### src/assert_macros.svh
`ifndef ASSERT_MACROS_SVH
`define ASSERT_MACROS_SVH

// Same-cycle implication, clocked on clk, off while rst_n is low.
`define HHF_ASSERT_IMP(label, ante, cons) \
  label: assert property (@(posedge clk) disable iff (!rst_n) (ante) |-> (cons)) \
    else $error("same-cycle implication failed");

// Next-cycle implication, clocked on clk, off while rst_n is low.
`define HHF_ASSERT_NXT(label, ante, cons) \
  label: assert property (@(posedge clk) disable iff (!rst_n) (ante) |=> (cons)) \
    else $error("next-cycle implication failed");

`endif

### src/hhf_pkg.sv
package hhf_pkg;

  localparam int MAX_PATTERN_BYTES = 32;
  localparam int PAT_LEN_W         = 6;
  localparam int POS_W             = 16;
  localparam int IHL_W             = 6;
  localparam int PS_W              = 7;
  localparam int CFG_IDX_W         = 3;
  localparam int CFG_DATA_W        = 64;
  localparam int PAT_BITS          = MAX_PATTERN_BYTES * 8;

  // first position that is no longer examined; saturate there
  localparam logic [POS_W-1:0] POS_LIMIT = 16'hFFFF;

  // configuration register indexes
  localparam logic [CFG_IDX_W-1:0] CFG_PAT_0_7   = 3'd0;
  localparam logic [CFG_IDX_W-1:0] CFG_PAT_8_15  = 3'd1;
  localparam logic [CFG_IDX_W-1:0] CFG_PAT_16_23 = 3'd2;
  localparam logic [CFG_IDX_W-1:0] CFG_PAT_24_31 = 3'd3;
  localparam logic [CFG_IDX_W-1:0] CFG_PAT_LEN   = 3'd4;

  localparam logic [7:0] CHAR_CR = 8'h0D;

  typedef struct packed {
    logic [7:0] data;
    logic       last;
  } hhf_word_t;

  typedef struct packed {
    logic [PAT_BITS-1:0]  pattern;
    logic [PAT_LEN_W-1:0] used_len;
  } hhf_cfg_t;

  typedef struct packed {
    logic drop;
    logic req;
  } hhf_verdict_t;

  function automatic logic [7:0] get_char(input logic [1:0] k);
    logic [7:0] c;
    case (k)
      2'd0:    c = 8'h47;  // G
      2'd1:    c = 8'h45;  // E
      2'd2:    c = 8'h54;  // T
      default: c = 8'h00;
    endcase
    return c;
  endfunction

  function automatic logic [7:0] post_char(input logic [1:0] k);
    logic [7:0] c;
    case (k)
      2'd0:    c = 8'h50;  // P
      2'd1:    c = 8'h4F;  // O
      2'd2:    c = 8'h53;  // S
      default: c = 8'h54;  // T
    endcase
    return c;
  endfunction

  function automatic logic [7:0] host_char(input logic [1:0] k);
    logic [7:0] c;
    case (k)
      2'd0:    c = 8'h48;  // H
      2'd1:    c = 8'h6F;  // o
      2'd2:    c = 8'h73;  // s
      default: c = 8'h74;  // t
    endcase
    return c;
  endfunction

endpackage

### src/hhf_cfg_regs.sv
module hhf_cfg_regs (
  input  logic                             clk,
  input  logic                             rst_n,
  input  logic                             cfg_valid,
  input  logic [hhf_pkg::CFG_IDX_W-1:0]    cfg_index,
  input  logic [hhf_pkg::CFG_DATA_W-1:0]   cfg_data,
  output hhf_pkg::hhf_cfg_t                cfg
);
  import hhf_pkg::*;

  logic [3:0][CFG_DATA_W-1:0] pattern_r;
  logic [PAT_LEN_W-1:0]       pat_len_r;

  always_ff @(posedge clk) begin
    if (!rst_n) begin
      pattern_r <= '0;
      pat_len_r <= '0;
    end else if (cfg_valid) begin
      unique case (cfg_index) inside
        CFG_PAT_0_7, CFG_PAT_8_15, CFG_PAT_16_23, CFG_PAT_24_31: begin
          pattern_r[cfg_index[1:0]] <= cfg_data;
        end
        CFG_PAT_LEN: begin
          pat_len_r <= cfg_data[PAT_LEN_W-1:0];
        end
        default: begin
          // unknown index: ignore
        end
      endcase
    end
  end

  // clamp length to the pattern storage
  assign cfg.pattern  = pattern_r;
  assign cfg.used_len = (pat_len_r > PAT_LEN_W'(MAX_PATTERN_BYTES))
                        ? PAT_LEN_W'(MAX_PATTERN_BYTES) : pat_len_r;

endmodule

### src/hhf_in_reg.sv
module hhf_in_reg (
  input  logic               clk,
  input  logic               rst_n,
  input  logic               in_valid,
  output logic               in_ready,
  input  logic [7:0]         in_packet_byte,
  input  logic               in_end_of_packet,
  output logic               s1_valid,
  output hhf_pkg::hhf_word_t s1_word,
  input  logic               s1_take
);
  import hhf_pkg::*;

  logic      s1_valid_r;
  logic      s1_valid_nxt;
  hhf_word_t s1_word_r;
  logic      load;

  // free when empty or when the held word moves on this cycle
  assign in_ready = !s1_valid_r || s1_take;
  assign load     = in_valid && in_ready;

  always_comb begin
    s1_valid_nxt = s1_valid_r;
    if (load) begin
      s1_valid_nxt = 1'b1;
    end else if (s1_take) begin
      s1_valid_nxt = 1'b0;
    end
  end

  always_ff @(posedge clk) begin
    if (!rst_n) begin
      s1_valid_r <= 1'b0;
    end else begin
      s1_valid_r <= s1_valid_nxt;
    end
  end

  always_ff @(posedge clk) begin
    if (load) begin
      s1_word_r.data <= in_packet_byte;
      s1_word_r.last <= in_end_of_packet;
    end
  end

  assign s1_valid = s1_valid_r;
  assign s1_word  = s1_word_r;

endmodule

### src/hhf_parser.sv
module hhf_parser (
  input  logic                  clk,
  input  logic                  rst_n,
  input  hhf_pkg::hhf_cfg_t     cfg,
  input  logic                  s1_valid,
  input  hhf_pkg::hhf_word_t    s1_word,
  output logic                  s1_take,
  output logic                  out_valid,
  input  logic                  out_ready,
  output hhf_pkg::hhf_verdict_t verdict
);
  import hhf_pkg::*;

  logic [POS_W-1:0] pos_r, pos_nxt;
  logic [IHL_W-1:0] ihl_r, ihl_nxt;
  logic [PS_W-1:0]  ps_r, ps_nxt;
  logic             onz_r, onz_nxt;
  logic             get_r, get_nxt;
  logic             post_r, post_nxt;
  logic             host_r, host_nxt;
  logic             pat_r, pat_nxt;

  logic             out_valid_r, out_valid_nxt;
  hhf_verdict_t     verdict_r, verdict_nxt;

  logic [7:0]       b;
  logic [IHL_W-1:0] ihl_cur;
  logic [IHL_W-1:0] off;
  logic [POS_W-1:0] rel;
  logic [4:0]       pat_idx;
  logic [7:0]       pat_byte;
  logic             hit_off;
  logic             in_payload;
  logic [POS_W:0]   n_ext;
  logic [POS_W:0]   ps_ext;
  logic             req;
  logic             host_ok;
  logic             drop;

  // a last word needs the result register free
  assign s1_take = s1_valid && (!s1_word.last || !out_valid_r || out_ready);

  assign pat_idx  = rel[4:0] - 5'd22;
  assign pat_byte = cfg.pattern[{pat_idx, 3'b000} +: 8];

  always_comb begin
    b        = s1_word.data;
    pos_nxt  = pos_r;
    ihl_nxt  = ihl_r;
    ps_nxt   = ps_r;
    onz_nxt  = onz_r;
    get_nxt  = get_r;
    post_nxt = post_r;
    host_nxt = host_r;
    pat_nxt  = pat_r;

    ihl_cur    = (pos_r == '0) ? {b[3:0], 2'b00} : ihl_r;
    off        = {b[7:4], 2'b00};
    rel        = pos_r - POS_W'(ps_r);
    hit_off    = !onz_r && ({1'b0, pos_r} == (17'(ihl_cur) + 17'd12));
    in_payload = onz_r && (pos_r >= POS_W'(ps_r));

    if (pos_r != POS_LIMIT) begin
      ihl_nxt = ihl_cur;
      if (hit_off) begin
        ps_nxt  = PS_W'(7'(ihl_cur) + 7'(off));
        onz_nxt = (off != '0);
        if (off <= 6'd12) begin
          get_nxt  = 1'b0;
          post_nxt = 1'b0;
        end
      end else if (in_payload) begin
        if (rel < 16'd3 && b != get_char(rel[1:0])) begin
          get_nxt = 1'b0;
        end
        if (rel < 16'd4 && b != post_char(rel[1:0])) begin
          post_nxt = 1'b0;
        end
        if (rel >= 16'd16 && rel < 16'd20 && b != host_char(rel[1:0])) begin
          host_nxt = 1'b0;
        end
        if (rel >= 16'd22 && {1'b0, rel} < (17'd22 + 17'(cfg.used_len))) begin
          if (b == CHAR_CR || b != pat_byte) begin
            pat_nxt = 1'b0;
          end
        end
      end
      pos_nxt = pos_r + 1'b1;
    end

    // verdict from the updated state
    n_ext   = {1'b0, pos_nxt};
    ps_ext  = 17'(ps_nxt);
    req     = onz_nxt && ((get_nxt && n_ext >= ps_ext + 17'd3) ||
                          (post_nxt && n_ext >= ps_ext + 17'd4));
    host_ok = req && host_nxt && n_ext >= ps_ext + 17'd20;
    drop    = host_ok && pat_nxt &&
              n_ext >= ps_ext + 17'd22 + 17'(cfg.used_len);

    // clear packet state after the last word
    if (s1_word.last) begin
      pos_nxt  = '0;
      ihl_nxt  = '0;
      ps_nxt   = '0;
      onz_nxt  = 1'b0;
      get_nxt  = 1'b1;
      post_nxt = 1'b1;
      host_nxt = 1'b1;
      pat_nxt  = 1'b1;
    end

    out_valid_nxt = out_valid_r;
    verdict_nxt   = verdict_r;
    if (s1_take && s1_word.last) begin
      out_valid_nxt    = 1'b1;
      verdict_nxt.drop = drop;
      verdict_nxt.req  = req;
    end else if (out_ready) begin
      out_valid_nxt = 1'b0;
    end
  end

  always_ff @(posedge clk) begin
    if (!rst_n) begin
      pos_r       <= '0;
      ihl_r       <= '0;
      ps_r        <= '0;
      onz_r       <= 1'b0;
      get_r       <= 1'b1;
      post_r      <= 1'b1;
      host_r      <= 1'b1;
      pat_r       <= 1'b1;
      out_valid_r <= 1'b0;
    end else begin
      out_valid_r <= out_valid_nxt;
      if (s1_take) begin
        pos_r  <= pos_nxt;
        ihl_r  <= ihl_nxt;
        ps_r   <= ps_nxt;
        onz_r  <= onz_nxt;
        get_r  <= get_nxt;
        post_r <= post_nxt;
        host_r <= host_nxt;
        pat_r  <= pat_nxt;
      end
    end
  end

  always_ff @(posedge clk) begin
    verdict_r <= verdict_nxt;
  end

  assign out_valid = out_valid_r;
  assign verdict   = verdict_r;

endmodule

### src/http_host_packet_filter_top.sv
// HTTP Host filter. Feed an IPv4 packet one byte per word, starting at the
// IP header, with in_end_of_packet set on the final byte. The block locates
// the TCP payload from the IP header length and the TCP data offset, checks
// for a GET or POST request, checks for "Host" at payload offset 16, and
// compares the host bytes from payload offset 22 against the configured
// pattern. Exactly one verdict word comes out per packet, on the last byte:
// out_drop_packet is 1 when every pattern byte matched before any CR (an
// empty pattern matches any host), and out_http_request_seen tells whether
// the payload began with GET or POST. A packet that ends before a needed
// byte counts as no match; bytes past position 65534 are not examined.
// Rate: one byte per clock, sustained. Each byte is held in an input
// register, then compare and counter logic updates the packet state and
// loads the verdict register, so the verdict shows in the cycle after the
// last byte is taken. The input stalls only when a last byte meets a
// verdict that is still waiting on out_ready. Configuration writes
// (indexes 0 to 3 pattern bytes, 4 pattern length) are always accepted,
// and belong in idle time between packets.
`include "assert_macros.svh"

module http_host_packet_filter_top (
  input  logic                                clk,
  input  logic                                rst_n,
  input  logic                                in_valid,
  output logic                                in_ready,
  input  logic [7:0]                          in_packet_byte,
  input  logic                                in_end_of_packet,
  output logic                                out_valid,
  input  logic                                out_ready,
  output logic                                out_drop_packet,
  output logic                                out_http_request_seen,
  input  logic                                cfg_valid,
  output logic                                cfg_ready,
  input  logic [hhf_pkg::CFG_IDX_W-1:0]       cfg_index,
  input  logic [hhf_pkg::CFG_DATA_W-1:0]      cfg_data
);
  import hhf_pkg::*;

  hhf_cfg_t     cfg;
  logic         s1_valid;
  hhf_word_t    s1_word;
  logic         s1_take;
  hhf_verdict_t verdict;

  // register file never stalls
  assign cfg_ready = 1'b1;

  hhf_cfg_regs u_cfg_regs (
    .clk       (clk),
    .rst_n     (rst_n),
    .cfg_valid (cfg_valid),
    .cfg_index (cfg_index),
    .cfg_data  (cfg_data),
    .cfg       (cfg)
  );

  // hold the incoming byte in an input register
  hhf_in_reg u_in_reg (
    .clk              (clk),
    .rst_n            (rst_n),
    .in_valid         (in_valid),
    .in_ready         (in_ready),
    .in_packet_byte   (in_packet_byte),
    .in_end_of_packet (in_end_of_packet),
    .s1_valid         (s1_valid),
    .s1_word          (s1_word),
    .s1_take          (s1_take)
  );

  // advance the packet state and load the verdict on the last byte
  hhf_parser u_parser (
    .clk       (clk),
    .rst_n     (rst_n),
    .cfg       (cfg),
    .s1_valid  (s1_valid),
    .s1_word   (s1_word),
    .s1_take   (s1_take),
    .out_valid (out_valid),
    .out_ready (out_ready),
    .verdict   (verdict)
  );

  assign out_drop_packet       = verdict.drop;
  assign out_http_request_seen = verdict.req;

  // a drop is only possible for a recognized request
  `HHF_ASSERT_IMP(a_drop_needs_req, out_valid && out_drop_packet, out_http_request_seen)
  // input stalls only behind a waiting verdict and a held last byte
  `HHF_ASSERT_IMP(a_stall_cause, !in_ready, s1_valid && s1_word.last && out_valid && !out_ready)
  // a taken last byte always yields a verdict next cycle
  `HHF_ASSERT_NXT(a_last_gives_verdict, s1_take && s1_word.last, out_valid)

endmodule
### config.mk
export PLATFORM = sky130hd
export DESIGN_NAME = http_host_packet_filter_top
export DESIGN_NICKNAME = d
export VERILOG_FILES = /design/src/hhf_pkg.sv /design/src/hhf_cfg_regs.sv /design/src/hhf_in_reg.sv /design/src/hhf_parser.sv /design/src/http_host_packet_filter_top.sv
export VERILOG_INCLUDE_DIRS = /design/src /design/src/src
export SDC_FILE = /design/constraint.sdc
export NUM_CORES = 1
export LEC_CHECK = 0
export ABC_AREA = 0
export BUFFER_PORTS_ARGS = -buffer_cell sky130_fd_sc_hd__buf_2
export CORE_MARGIN = 1
export CORE_UTILIZATION = 55
export DETAILED_ROUTE_END_ITERATION = 8
export PLACE_DENSITY = 0.83
export RECOVER_POWER = 100
export SETUP_SLACK_MARGIN = 0.1
export SLEW_MARGIN = 0
export SYNTH_ARGS = -nofsm -noshare
export SYNTH_HDL_FRONTEND = slang
export SYNTH_SLANG_ARGS = --single-unit
export TNS_END_PERCENT = 30
### constraint.sdc
create_clock -name clk -period 17.85 [get_ports clk]
set_clock_uncertainty 0.15 [all_clocks]
set_input_delay 0.8925 -clock clk [delete_from_list [all_inputs] [get_ports clk]]
set_output_delay 0.8925 -clock clk [all_outputs]
set_load 0.05 [all_outputs]
==> results of run 1 <==
## synthesized netlist by cell type (7+ instances only)
cell | number | share of area [%]
a31oi_1 | 17 | 0.63
nand3b_1 | 11 | 0.49
nand2_1 | 607 | 13
buf_2 | 13 | 0.38
nor4b_1 | 7 | 0.36
and2_1 | 9 | 0.33
nand4_1 | 24 | 0.89
inv_1 | 35 | 0.78
nor4_1 | 14 | 0.52
buf_1 | 14 | 0.31
and3_1 | 24 | 0.89
mux2i_1 | 25 | 1.5
a22oi_1 | 19 | 0.84
a211oi_1 | 15 | 0.67
nor2b_1 | 19 | 0.70
xnor2_1 | 35 | 1.8
nor3_1 | 21 | 0.62
a21o_1 | 16 | 0.71
o41ai_1 | 7 | 0.36
xor2_1 | 24 | 1.2
clkbuf_1 | 115 | 2.6
or3_1 | 9 | 0.33
o211ai_1 | 11 | 0.49
nand2b_1 | 11 | 0.41
mux4_2 | 55 | 7.3
a21oi_1 | 293 | 8.7
ha_1 | 64 | 4.7
or4_1 | 17 | 0.75
dfxtp_1 | 298 | 35
nand3_1 | 32 | 0.95
edfxtp_1 | 11 | 2.0
a41oi_1 | 9 | 0.47
o21ai_0 | 38 | 1.1
nor2_1 | 79 | 1.8
## worst max-delay path, stage by stage, from the launching register on
cell and delay (ns):
dfxtp_1 0.41, inv_1 0.22, ha_1 0.20, or4b_2 0.61, nor4_1 1.51, mux2i_1 0.29, ha_1 0.40, xnor2_1 0.13
or4_1 0.41, a221o_1 0.32, a211oi_1 0.63, nand4_1 0.45, o21ai_0 0.81, ha_1 0.40, a21oi_1 0.08, xnor2_1 0.19
ha_1 0.35, or2_2 0.28, a21oi_1 0.19, a31o_2 0.16, xnor2_1 0.13, ha_1 0.27, a2111oi_0 0.32, o21ai_0 0.15
o211ai_1 0.15, a211o_1 0.17, nor4_1 0.05
## state kept, by name (all words and copies together), names as in the netlist, 2 cells and up
register	count
u_parser.ihl_r	6
u_parser.ps_r	7
u_cfg_regs.pat_len_r	6
u_cfg_regs.cfg	256
u_parser.pos_r	16
u_in_reg.s1_word	9
u_parser.verdict	2
## worst min path at each step
| stage | from | to | slack [ns] | depth (start not counted) |
|---|---|---|---|---|
| finish | u_cfg_regs.cfg[218] | u_cfg_regs.cfg[218] | 0.30 | 2 |
| global route | u_cfg_regs.cfg[38] | u_cfg_regs.cfg[38] | 0.32 | 2 |
| CTS | u_cfg_regs.cfg[7] | u_cfg_regs.cfg[7] | 0.30 | 2 |
| detailed placement | u_cfg_regs.cfg[43] | u_cfg_regs.cfg[43] | 0.29 | 2 |
| global placement | u_cfg_regs.cfg[7] | u_cfg_regs.cfg[7] | 0.29 | 2 |
| floorplan | u_parser.post_r | u_parser.post_r | 0.28 | 1 |
## metal layers
| layer | vias up | part of all wire, % | routed length [um] |
|---|---|---|---|
| met5 | - | 0.026 | 13 |
| met2 | 778 | 48 | 24000 |
| li1 | 7375 | - | - |
| met1 | 7468 | 39 | 19900 |
| met3 | 169 | 8.0 | 4030 |
| met4 | 2 | 4.9 | 2490 |
## layout make-up
cell class,count,share of cell area (%)
flip-flops and latches,309,34.2
inverters,41,0.842
repair buffers,102,2.92
clock inverters,12,0.706
clock buffers,47,5.16
diodes,8,0.109
well taps,390,2.65
multi-input cells,1609,53.5
## power by group through the flow
stage	Clock [W]	Sequential (W)	Combinational, W
2_1_floorplan	0	0.000730	0.0000979
4_1_cts	0.000690	0.000721	0.000143
3_3_place_gp	0	0.000735	0.000138
3_5_place_dp	0	0.000736	0.000142
5_1_grt	0.000715	0.000723	0.000155
6_report	0.000683	0.000721	0.000144
## kinds of logic (layout without fill, tap and decap cells)
| logic type | count (synthesis) | in the layout | share of synthesized area (%) |
|---|---|---|---|
| other | 1 | 10 | 0.0222 |
| xor gates and xnor gates | 59 | 59 | 3.06 |
| adders and majority gates | 67 | 67 | 5.03 |
| AOI/OAI and AO/OA | 491 | 491 | 17.4 |
| muxes | 87 | 87 | 9.36 |
| and+or+nand+nor | 903 | 903 | 23.5 |
| buffers and inverters | 186 | 202 | 4.31 |
| DFF | 309 | 309 | 37.2 |
## through the flow
step	instance area, um2	instances	util (%)
after floorplan	16900	2104	-
after global placement	17400	2451	58.1
after detailed placement	17400	2451	58.1
after CTS	18500	2510	61.8
after global routing	18400	2515	61.5
final	18400	2518	61.5
==> summary.txt, run 1 <==
Outcome
  – Status: finished, violations left
  – Failing checks: capacitance limit, slew limit

STA
  – Fmax: 0.103 GHz
  – Worst Max-Slew Pin Slew: 4.72 ns
  – Setup slack after layout: 8.16 ns
  – Setup TNS: 0 ns
  – Max Slew Vio Count: 368
  – RSZ-0062 raised after global routing: no
  – Slew HR: -214%
  – Hold Fails Final Rpt: 0
  – Final setup viols: 0
  – Minimum clock period: 9.69 ns
  – Hold slack: 0.302 ns
  – Period utilisation layout: 54.3%

Drt
  – Avg WL per Cell: 20.0 um
  – Vias: 15,800
  – Drt first pass iters: 8
  – Residual DRC: 0
  – Number of DRC markers in iteration 0: 1,464
  – Vias per inst: 6.27
  – ANT nets after route: 0
  – Routed WL: 50,400 um

Final layout
  – Nets: 2,244
  – Synthesis-to-finish area growth: 9.01%
  – Layout cells sized above 1: 10.8%
  – # fillers: 2,545
  – Reg area: 6300 um2
  – Multi-input combinational cell area: 9850 um2
  – Most frequent cells in the layout: nand2_1 (606), dfxtp_1 (298), a21oi_1 (294), buf_2 (79), nor2_1 (78)
  – Most common cell after layout, fill and taps aside: nand2_1

GRT
  – M2 GR Usage: 53.1%
  – Gr ovfl total: 0
  – First-pass GRT wire length: 79,100 um
  – GR Layer Usage met3: 4.82%
  – Vias in the first global route: 14,900
  – Tot GR Track Use: 31.7%
  – GRT busiest layer: met2
  – Initial antenna violation count: 8
  – GR Util met1: 39.4%
  – Largest net degree at the start of global routing: 113

Power and ir drop
  – Pint: 0.00115 W
  – Sequential power share: 46.6%
  – Switching Fraction: 25.6%
  – Clock power frac: 44.1%
  – P_leak: 6.63 nW
  – Pwr Total: 0.00155 W
  – Part of the power in combinational logic: 9.3%
  – Max IR drop VDD: 0.0916 mV
  – Net Sw Power: 0.000396 W
  – Power Dens Cells: 84.0 nW/um2

Clocking
  – CTS Buffer Depth: 3
  – Total CTS buffers: 34
  – Clk_lat worst skew: 0.53 ns
  – Post-CTS Setup Bufs: 0
  – Clock Sinks: 309
  – Root buffer cell: clkbuf_16
  – Cts repair resizes: 0
  – CTS Hold Bufs: 0
  – H-tree depth: 2
  – CTS tree: built
  – Clock slew at reported path FFs: 0.06 ns

Placed design
  – Place WS: 9.81 ns
  – GP Congestion: 0.967
  – DP HPWL: 33,500 um
  – Port bufs: 84

Logic synthesis
  – Seq/Total Area, Yosys: 37.2%
  – Post-synth ARST share: 0%
  – Register bit total from synthesis: 309
  – Cells after synthesis: 2,103
  – Post-synth top flop: dfxtp_1
  – Post-synthesis average cell area: 8.04 um2
  – Yosys cell types: 85
  – Post-synth EDFFs: 11
  – Area of the mapped netlist: 16,900 um2
  – Syn. warnings: 0

Floorplan
  – Die width: 177 um
  – Initial Util: 56.4%
  – Die area: 31,400 um2
  – Core box area: 30,000 um2
  – # rows: 63
  – IO Pins: 86
  – Die Y: 177 um

Critical path
  – Reg2Reg Setup Slack: 8.16 ns
  – Crit end category: register
  – Crit path DAT: 9.79 ns
  – Crit Reg-Reg Startpoint: u_parser.pos_r[1]
  – CP endpoint: u_parser.verdict[1]
  – Worst r2r dst: u_parser.verdict[1]
  – Crit-path max FO: 12
  – CP startpoint: u_parser.pos_r[1]
  – CP startpoint kind: register
  – R2R cell count: 26
  – Data required time at the worst endpoint: 17.95 ns
  – Crit path kind: register to register

Min path
  – Worst hold path type: register to register

Flow run
  – Max Cap Viol: 6
Note: power is estimated with default switching activity, not from simulation.
==> inputs of run 2 (changes only) <==
- clock period: 17.85 -> 10.06 ns (I/O delays scaled with it)
==> summary.txt, run 2 (synthesis results as in run 1) <==
Outcome
  – Status: finished, violations left
  – Failing checks: capacitance limit, slew limit

Floorplan
  – Die Y: 177 um (unchanged)
  – Core box area: 30,000 um2 (unchanged)
  – Die width: 177 um (unchanged)
  – Initial Util: 56.4% (unchanged)
  – IO Pins: 86 (unchanged)
  – # rows: 63 (unchanged)
  – Die area: 31,400 um2 (unchanged)

GRT
  – GRT busiest layer: met2
  – GR Layer Usage met3: 4.69% (-0.13 points)
  – Tot GR Track Use: 32.1% (+0.33 points)
  – Vias in the first global route: 15,100 (+1.2%)
  – M2 GR Usage: 54.7% (+1.6 points)
  – Largest net degree at the start of global routing: 113 (unchanged)
  – Initial antenna violation count: 6 (-2)
  – Gr ovfl total: 0 (unchanged)
  – GR Util met1: 39.7% (+0.30 points)
  – First-pass GRT wire length: 79,900 um (+1.1%)

Drt
  – Vias: 15,800 (-0.16%)
  – Drt first pass iters: 5 (-3)
  – Routed WL: 50,600 um (+0.41%)
  – Number of DRC markers in iteration 0: 1,642 (+12%)
  – ANT nets after route: 0 (unchanged)
  – Vias per inst: 6.26 (-0.12%)
  – Residual DRC: 0 (unchanged)
  – Avg WL per Cell: 20.1 um (+0.45%)

Clocking
  – CTS tree: built
  – Total CTS buffers: 34 (unchanged)
  – Clk_lat worst skew: 0.53 ns (about the same)
  – Root buffer cell: clkbuf_16
  – CTS Hold Bufs: 0 (unchanged)
  – CTS Buffer Depth: 3 (unchanged)
  – Clock Sinks: 309 (unchanged)
  – Post-CTS Setup Bufs: 0 (unchanged)
  – H-tree depth: 2 (unchanged)
  – Cts repair resizes: 0 (unchanged)
  – Clock slew at reported path FFs: 0.06 ns (about the same)

Critical path
  – CP startpoint kind: register
  – CP startpoint: u_parser.pos_r[1]
  – Crit Reg-Reg Startpoint: u_parser.pos_r[1]
  – Data required time at the worst endpoint: 10.14 ns (-7.81 ns)
  – Crit path DAT: 8.76 ns (-1.03 ns)
  – Crit end category: register
  – Crit path kind: register to register
  – R2R cell count: 26 (unchanged)
  – Crit-path max FO: 12 (unchanged)

Flow run
  – Max Cap Viol: 6 (unchanged)

Final layout
  – Finished Cell Area: 18,400 um2 (about the same)
  – Most common cell after layout, fill and taps aside: nand2_1
  – Number of flip-flops in the largest register: 256 (unchanged)
  – Reg area: 6300 um2 (unchanged)
  – Layout cells sized above 1: 11.1% (+0.23 points)
  – Multi-input combinational cell area: 9870 um2 (+0.19%)
  – Nets: 2,244 (unchanged)
  – # fillers: 2,589 (+1.7%)
  – Most frequent cells in the layout: nand2_1 (606), dfxtp_1 (298), a21oi_1 (294), buf_2 (79), nor2_1 (78)
  – Synthesis-to-finish area growth: 9.08% (about the same)

Placed design
  – Port bufs: 84 (unchanged)
  – DP HPWL: 33,600 um (+0.38%)
  – GP Congestion: 0.972 (+0.43%)
  – Dpl cell area: 17,400 um2 (unchanged)

Power and ir drop
  – P_leak: 6.63 nW (about the same)
  – Max IR drop VDD: 0.155 mV (+69%)
  – Power Dens Cells: 149 nW/um2 (+78%)

STA
  – Max Slew Vio Count: 321 (-13%)
  – Hold Fails Final Rpt: 0 (unchanged)
  – Fmax: 0.115 GHz (+12%)
  – Setup TNS: 0 ns (unchanged)
  – Minimum clock period: 8.68 ns (-1.00 ns)
  – RSZ-0062 raised after global routing: no
  – Final setup viols: 0 (unchanged)
  – Period utilisation layout: 86.3% (+32 points)
  – Slew HR: -130% (+84 points)
  – Worst Max-Slew Pin Slew: 3.45 ns (-1.27 ns)

Min path
  – Hold Path Depth: 1 (-1)
  – Worst hold path type: input pin to register
  – Worst hold start: in_packet_byte[2]
[run 2: critical path: stages, from the launching register on]
cell and delay [ns]:
dfxtp_1 0.40, inv_1 0.23, ha_1 0.20, or4b_2 0.61
nor4_2 0.87, mux2i_1 0.34, ha_1 0.28, xnor2_1 0.13
or4_1 0.41, a221o_1 0.34, a211oi_4 0.32, nand4_1 0.35
o21ai_0 0.83, ha_1 0.41, a21oi_1 0.08, xnor2_1 0.18
ha_1 0.35, or2_2 0.28, a21oi_1 0.19, a31o_2 0.16
xnor2_1 0.13, ha_1 0.27, a2111oi_0 0.34, o21ai_0 0.16
o211ai_1 0.16, a211o_1 0.17, nor4_1 0.05
[run 2: per-layer routing]
metal | vias to the layer above | wire (um)
li1 | 7392 | -
met1 | 7401 | 19400
met2 | 806 | 24400
met3 | 163 | 4400
met4 | 4 | 2370
met5 | - | 24
[run 2: stage by stage]
stage / util, % / worst slack [ns] / hold WS [ns] / cells / total power [W]
3_3_place_gp: 58.1 / 2.14 / 0.288 / 2451 / 0.00155
6_report: 61.6 / 1.38 / 0.00858 / 2517 / 0.00275
3_5_place_dp: 58.1 / 2.00 / 0.294 / 2451 / 0.00156
5_1_grt: 61.5 / 0.884 / 0.00506 / 2514 / 0.00283
2_1_floorplan: - / 3.21 / 0.277 / 2104 / 0.00147
4_1_cts: 61.8 / 1.93 / 0.00242 / 2511 / 0.00275
[run 2: power breakdown]
| group | switching (W) | internal [W] |
|---|---|---|
| Combinational | 0.000165 | 0.0000920 |
| Sequential | 0.0000223 | 0.00126 |
| Clock | 0.000522 | 0.000692 |
[run 2: worst paths after layout]
path,slack [ns],end
setup reg to reg,1.38,u_parser.verdict[1]
hold / removal,0.009,u_in_reg.s1_word[3]
setup / recovery,1.38,u_parser.verdict[1]
hold reg to reg,0.30,u_cfg_regs.cfg[218]
[run 2: area by class of cell]
class | instances | share of cell area [%]
multi-input combinational | 1609 | 53.5
clock buffer | 44 | 5.09
sequential | 309 | 34.1
clock inverter | 16 | 0.767
timing repair buffer | 102 | 2.88
tap | 390 | 2.65
antenna | 6 | 0.0814
inverter | 41 | 0.875
==> inputs of run 3 (changes only) <==
- SYNTH_HIERARCHICAL: not set -> 1
==> summary.txt, run 3 <==
STA
  – Final setup viols: 0 (unchanged)
  – Setup TNS: 0 ns (unchanged)
  – Hold slack: 0.0293 ns (+0.0208 ns)
  – Max Slew Vio Count: 593 (+85%)
  – Fmax: 0.133 GHz (+16%)
  – Hold Fails Final Rpt: 0 (unchanged)
  – Minimum clock period: 7.51 ns (-1.18 ns)
  – Worst Max-Slew Pin Slew: 4.92 ns (+1.47 ns)
  – Slew HR: -228% (-98 points)
  – Period utilisation layout: 74.6% (-12 points)
  – RSZ-0062 raised after global routing: no

Final layout
  – # fillers: 2,466 (-4.8%)
  – Number of flip-flops in the largest register: 256 (unchanged)
  – Antenna cell count: 0 (-6)
  – Finished Core Util: 60.4% (-1.2 points)
  – Synthesis-to-finish area growth: 7.32%
  – Most common cell after layout, fill and taps aside: nand2_1
  – Most frequent cells in the layout: nand2_1 (371), dfxtp_1 (298), mux2i_1 (271), buf_2 (74), ha_1 (66)
  – Layout cells sized above 1: 12.4% (+1.3 points)
  – Finished Layout Cells: 2,162 (-14%)
  – Nets: 1,895 (-16%)

Drt
  – Number of DRC markers in iteration 0: 1,130 (-31%)
  – Residual DRC: 2 (+2)
  – Avg WL per Cell: 19.8 um (-1.5%)
  – ANT nets after route: 0 (unchanged)
  – Drt first pass iters: 7 (+2)
  – Routed WL: 42,800 um (-15%)
  – Vias per inst: 6.11 (-2.5%)
  – Vias: 13,200 (-16%)

GRT
  – Tot GR Track Use: 26.6% (-5.5 points)
  – Gr ovfl total: 0 (unchanged)
  – Vias in the first global route: 13,400 (-12%)
  – Initial antenna violation count: 0 (-6)
  – Largest net degree at the start of global routing: 118 (+4.4%)
  – First-pass GRT wire length: 69,300 um (-13%)

Floorplan
  – # rows: 64 (+1.6%)
  – Die area: 32,200 um2 (+2.6%)
  – Initial Util: 56.3% (-0.18 points)
  – IO Pins: 86 (unchanged)
  – Core box area: 30,800 um2 (+2.9%)
  – Die width: 180 um (+1.3%)
  – Die Y: 180 um (+1.3%)

Outcome
  – Status: finished, violations left
  – Failing checks: DRC, capacitance limit, slew limit

Logic synthesis
  – Area of the mapped netlist: 17,300 um2 (+2.6%)
  – Post-synth top flop: dfxtp_1
  – Yosys cell types: 104 (+22%)
  – Seq/Total Area, Yosys: 36.3% (-0.94 points)
  – Syn. warnings: 6 (+6)
  – Post-synthesis average cell area: 10.0 um2 (+25%)
  – Post-synth ARST share: 0% (unchanged)
  – Top-count cell post-synth: nand2_1
  – Top cells by count, synth: nand2_1 (371), dfxtp_1 (298), mux2i_1 (268)
  – Area leader, netlist: dfxtp_1
  – Cells after synthesis: 1,731 (-18%)
  – Syn Nets: 1,882
  – Post-synth top area share: 34.4% (-0.89 points)
  – Most area-consuming cells after synthesis: dfxtp_1 (34%), mux2i_1 (15%), nand2_1 (8.0%)
  – Register bit total from synthesis: 309 (unchanged)
  – Post-synth EDFFs: 11 (unchanged)

Critical path
  – Largest stage delay, worst path: 3.28 ns (+2.41 ns)
  – Most frequent CP cell: clkbuf_1
  – Crit path cell chain: clkbuf_1 > clkbuf_1 > nand2_1 > mux2i_1
  – Crit end category: register
  – Crit-path max FO: 117 (+105)
  – CP startpoint kind: input pin
  – Critical path's slowest cell: clkbuf_1
  – Crit path DAT: 7.80 ns (-0.96 ns)
  – Data required time at the worst endpoint: 10.35 ns (+0.21 ns)
  – Crit path kind: input pin to register

Placed design
  – Inst Count DP: 2,100 (-14%)
  – GP Congestion: 0.949 (-2.4%)
  – Port bufs: 84 (unchanged)
  – DP HPWL: 29,000 um (-14%)

Clocking
  – Clock Sinks: 309 (unchanged)
  – CTS Hold Bufs: 4 (+4)
  – H-tree depth: 2 (unchanged)
  – Root buffer cell: clkbuf_16
  – Total CTS buffers: 34 (unchanged)
  – Cts repair resizes: 0 (unchanged)
  – CTS tree: built
  – Clk_lat worst skew: 0.54 ns (about the same)
  – Clock slew at reported path FFs: 0.06 ns (about the same)
  – Post-CTS Setup Bufs: 0 (unchanged)
  – CTS Buffer Depth: 3 (unchanged)

Min path
  – Worst hold path type: input pin to register

Power and ir drop
  – Power Dens Cells: 149 nW/um2 (-0.21%)
  – Pwr Total: 0.00277 W (+0.72%)
  – Max IR drop VDD: 0.135 mV (-13%)
  – P_leak: 8.00 nW (+21%)

Flow run
  – Max Cap Viol: 9 (+3)
[run 3: per-stage QoR]
stage,instance area [um2],setup slack (ns)
2_1_floorplan,17300,4.31
3_3_place_gp,17600,4.04
3_5_place_dp,17600,3.76
4_1_cts,18700,3.76
5_1_grt,18600,1.71
6_report,18600,2.55
[run 3: critical path: cells and delay by family]
family,cells,cell delay [ns]
buffers and inverters,2,5.88
multiplexers,1,0.39
AND/OR/NAND/NOR,1,0.91
[run 3: path summary, 6_finish.rpt]
kind,startpoint,end,slack [ns],cells after the start
setup / recovery,rst_n,u_cfg_regs/cfg[8],2.55,4
hold reg to reg,u_cfg_regs/cfg[130],u_cfg_regs/cfg[130],0.30,2
setup reg to reg,u_parser/pos_r[0],u_parser/verdict[1],3.11,24
hold / removal,in_packet_byte[4],u_in_reg/s1_word[5],0.03,1
[run 3: area by class of cell]
| cell class | count | area [um2] | share of cell area (%) |
|---|---|---|---|
| clock buffers | 46 | 936 | 5.03 |
| well taps | 396 | 495 | 2.66 |
| inverters | 48 | 180 | 0.968 |
| multi-input cells | 1251 | 10000 | 53.9 |
| repair buffers | 100 | 508 | 2.73 |
| clock inverters | 12 | 163 | 0.874 |
| flip-flops and latches | 309 | 6300 | 33.8 |
[run 3: report_power, final]
part,leakage [nW],internal [W],switching [W]
Clock,0.536,0.000714,0.000519
Sequential,2.52,0.00126,0.0000213
Combinational,4.94,0.000107,0.000151
[run 3: cell families after synthesis]
logic type / synth area share [%]
and+or+nand+nor: 15.2
xor gates and xnor gates: 2.97
other: 0.0216
AOI/OAI and AO/OA: 8.46
muxes: 26.2
DFF: 36.3
adders and majority gates: 5.18
buffers and inverters: 5.66
[run 3: per-layer routing]
metal,vias to the layer above,track usage [%],wire (um)
li1,6192,-,-
met1,6410,32.5,17100
met2,488,46.3,21400
met3,117,3.79,2580
met4,0,12.6,1740
met5,-,0,0
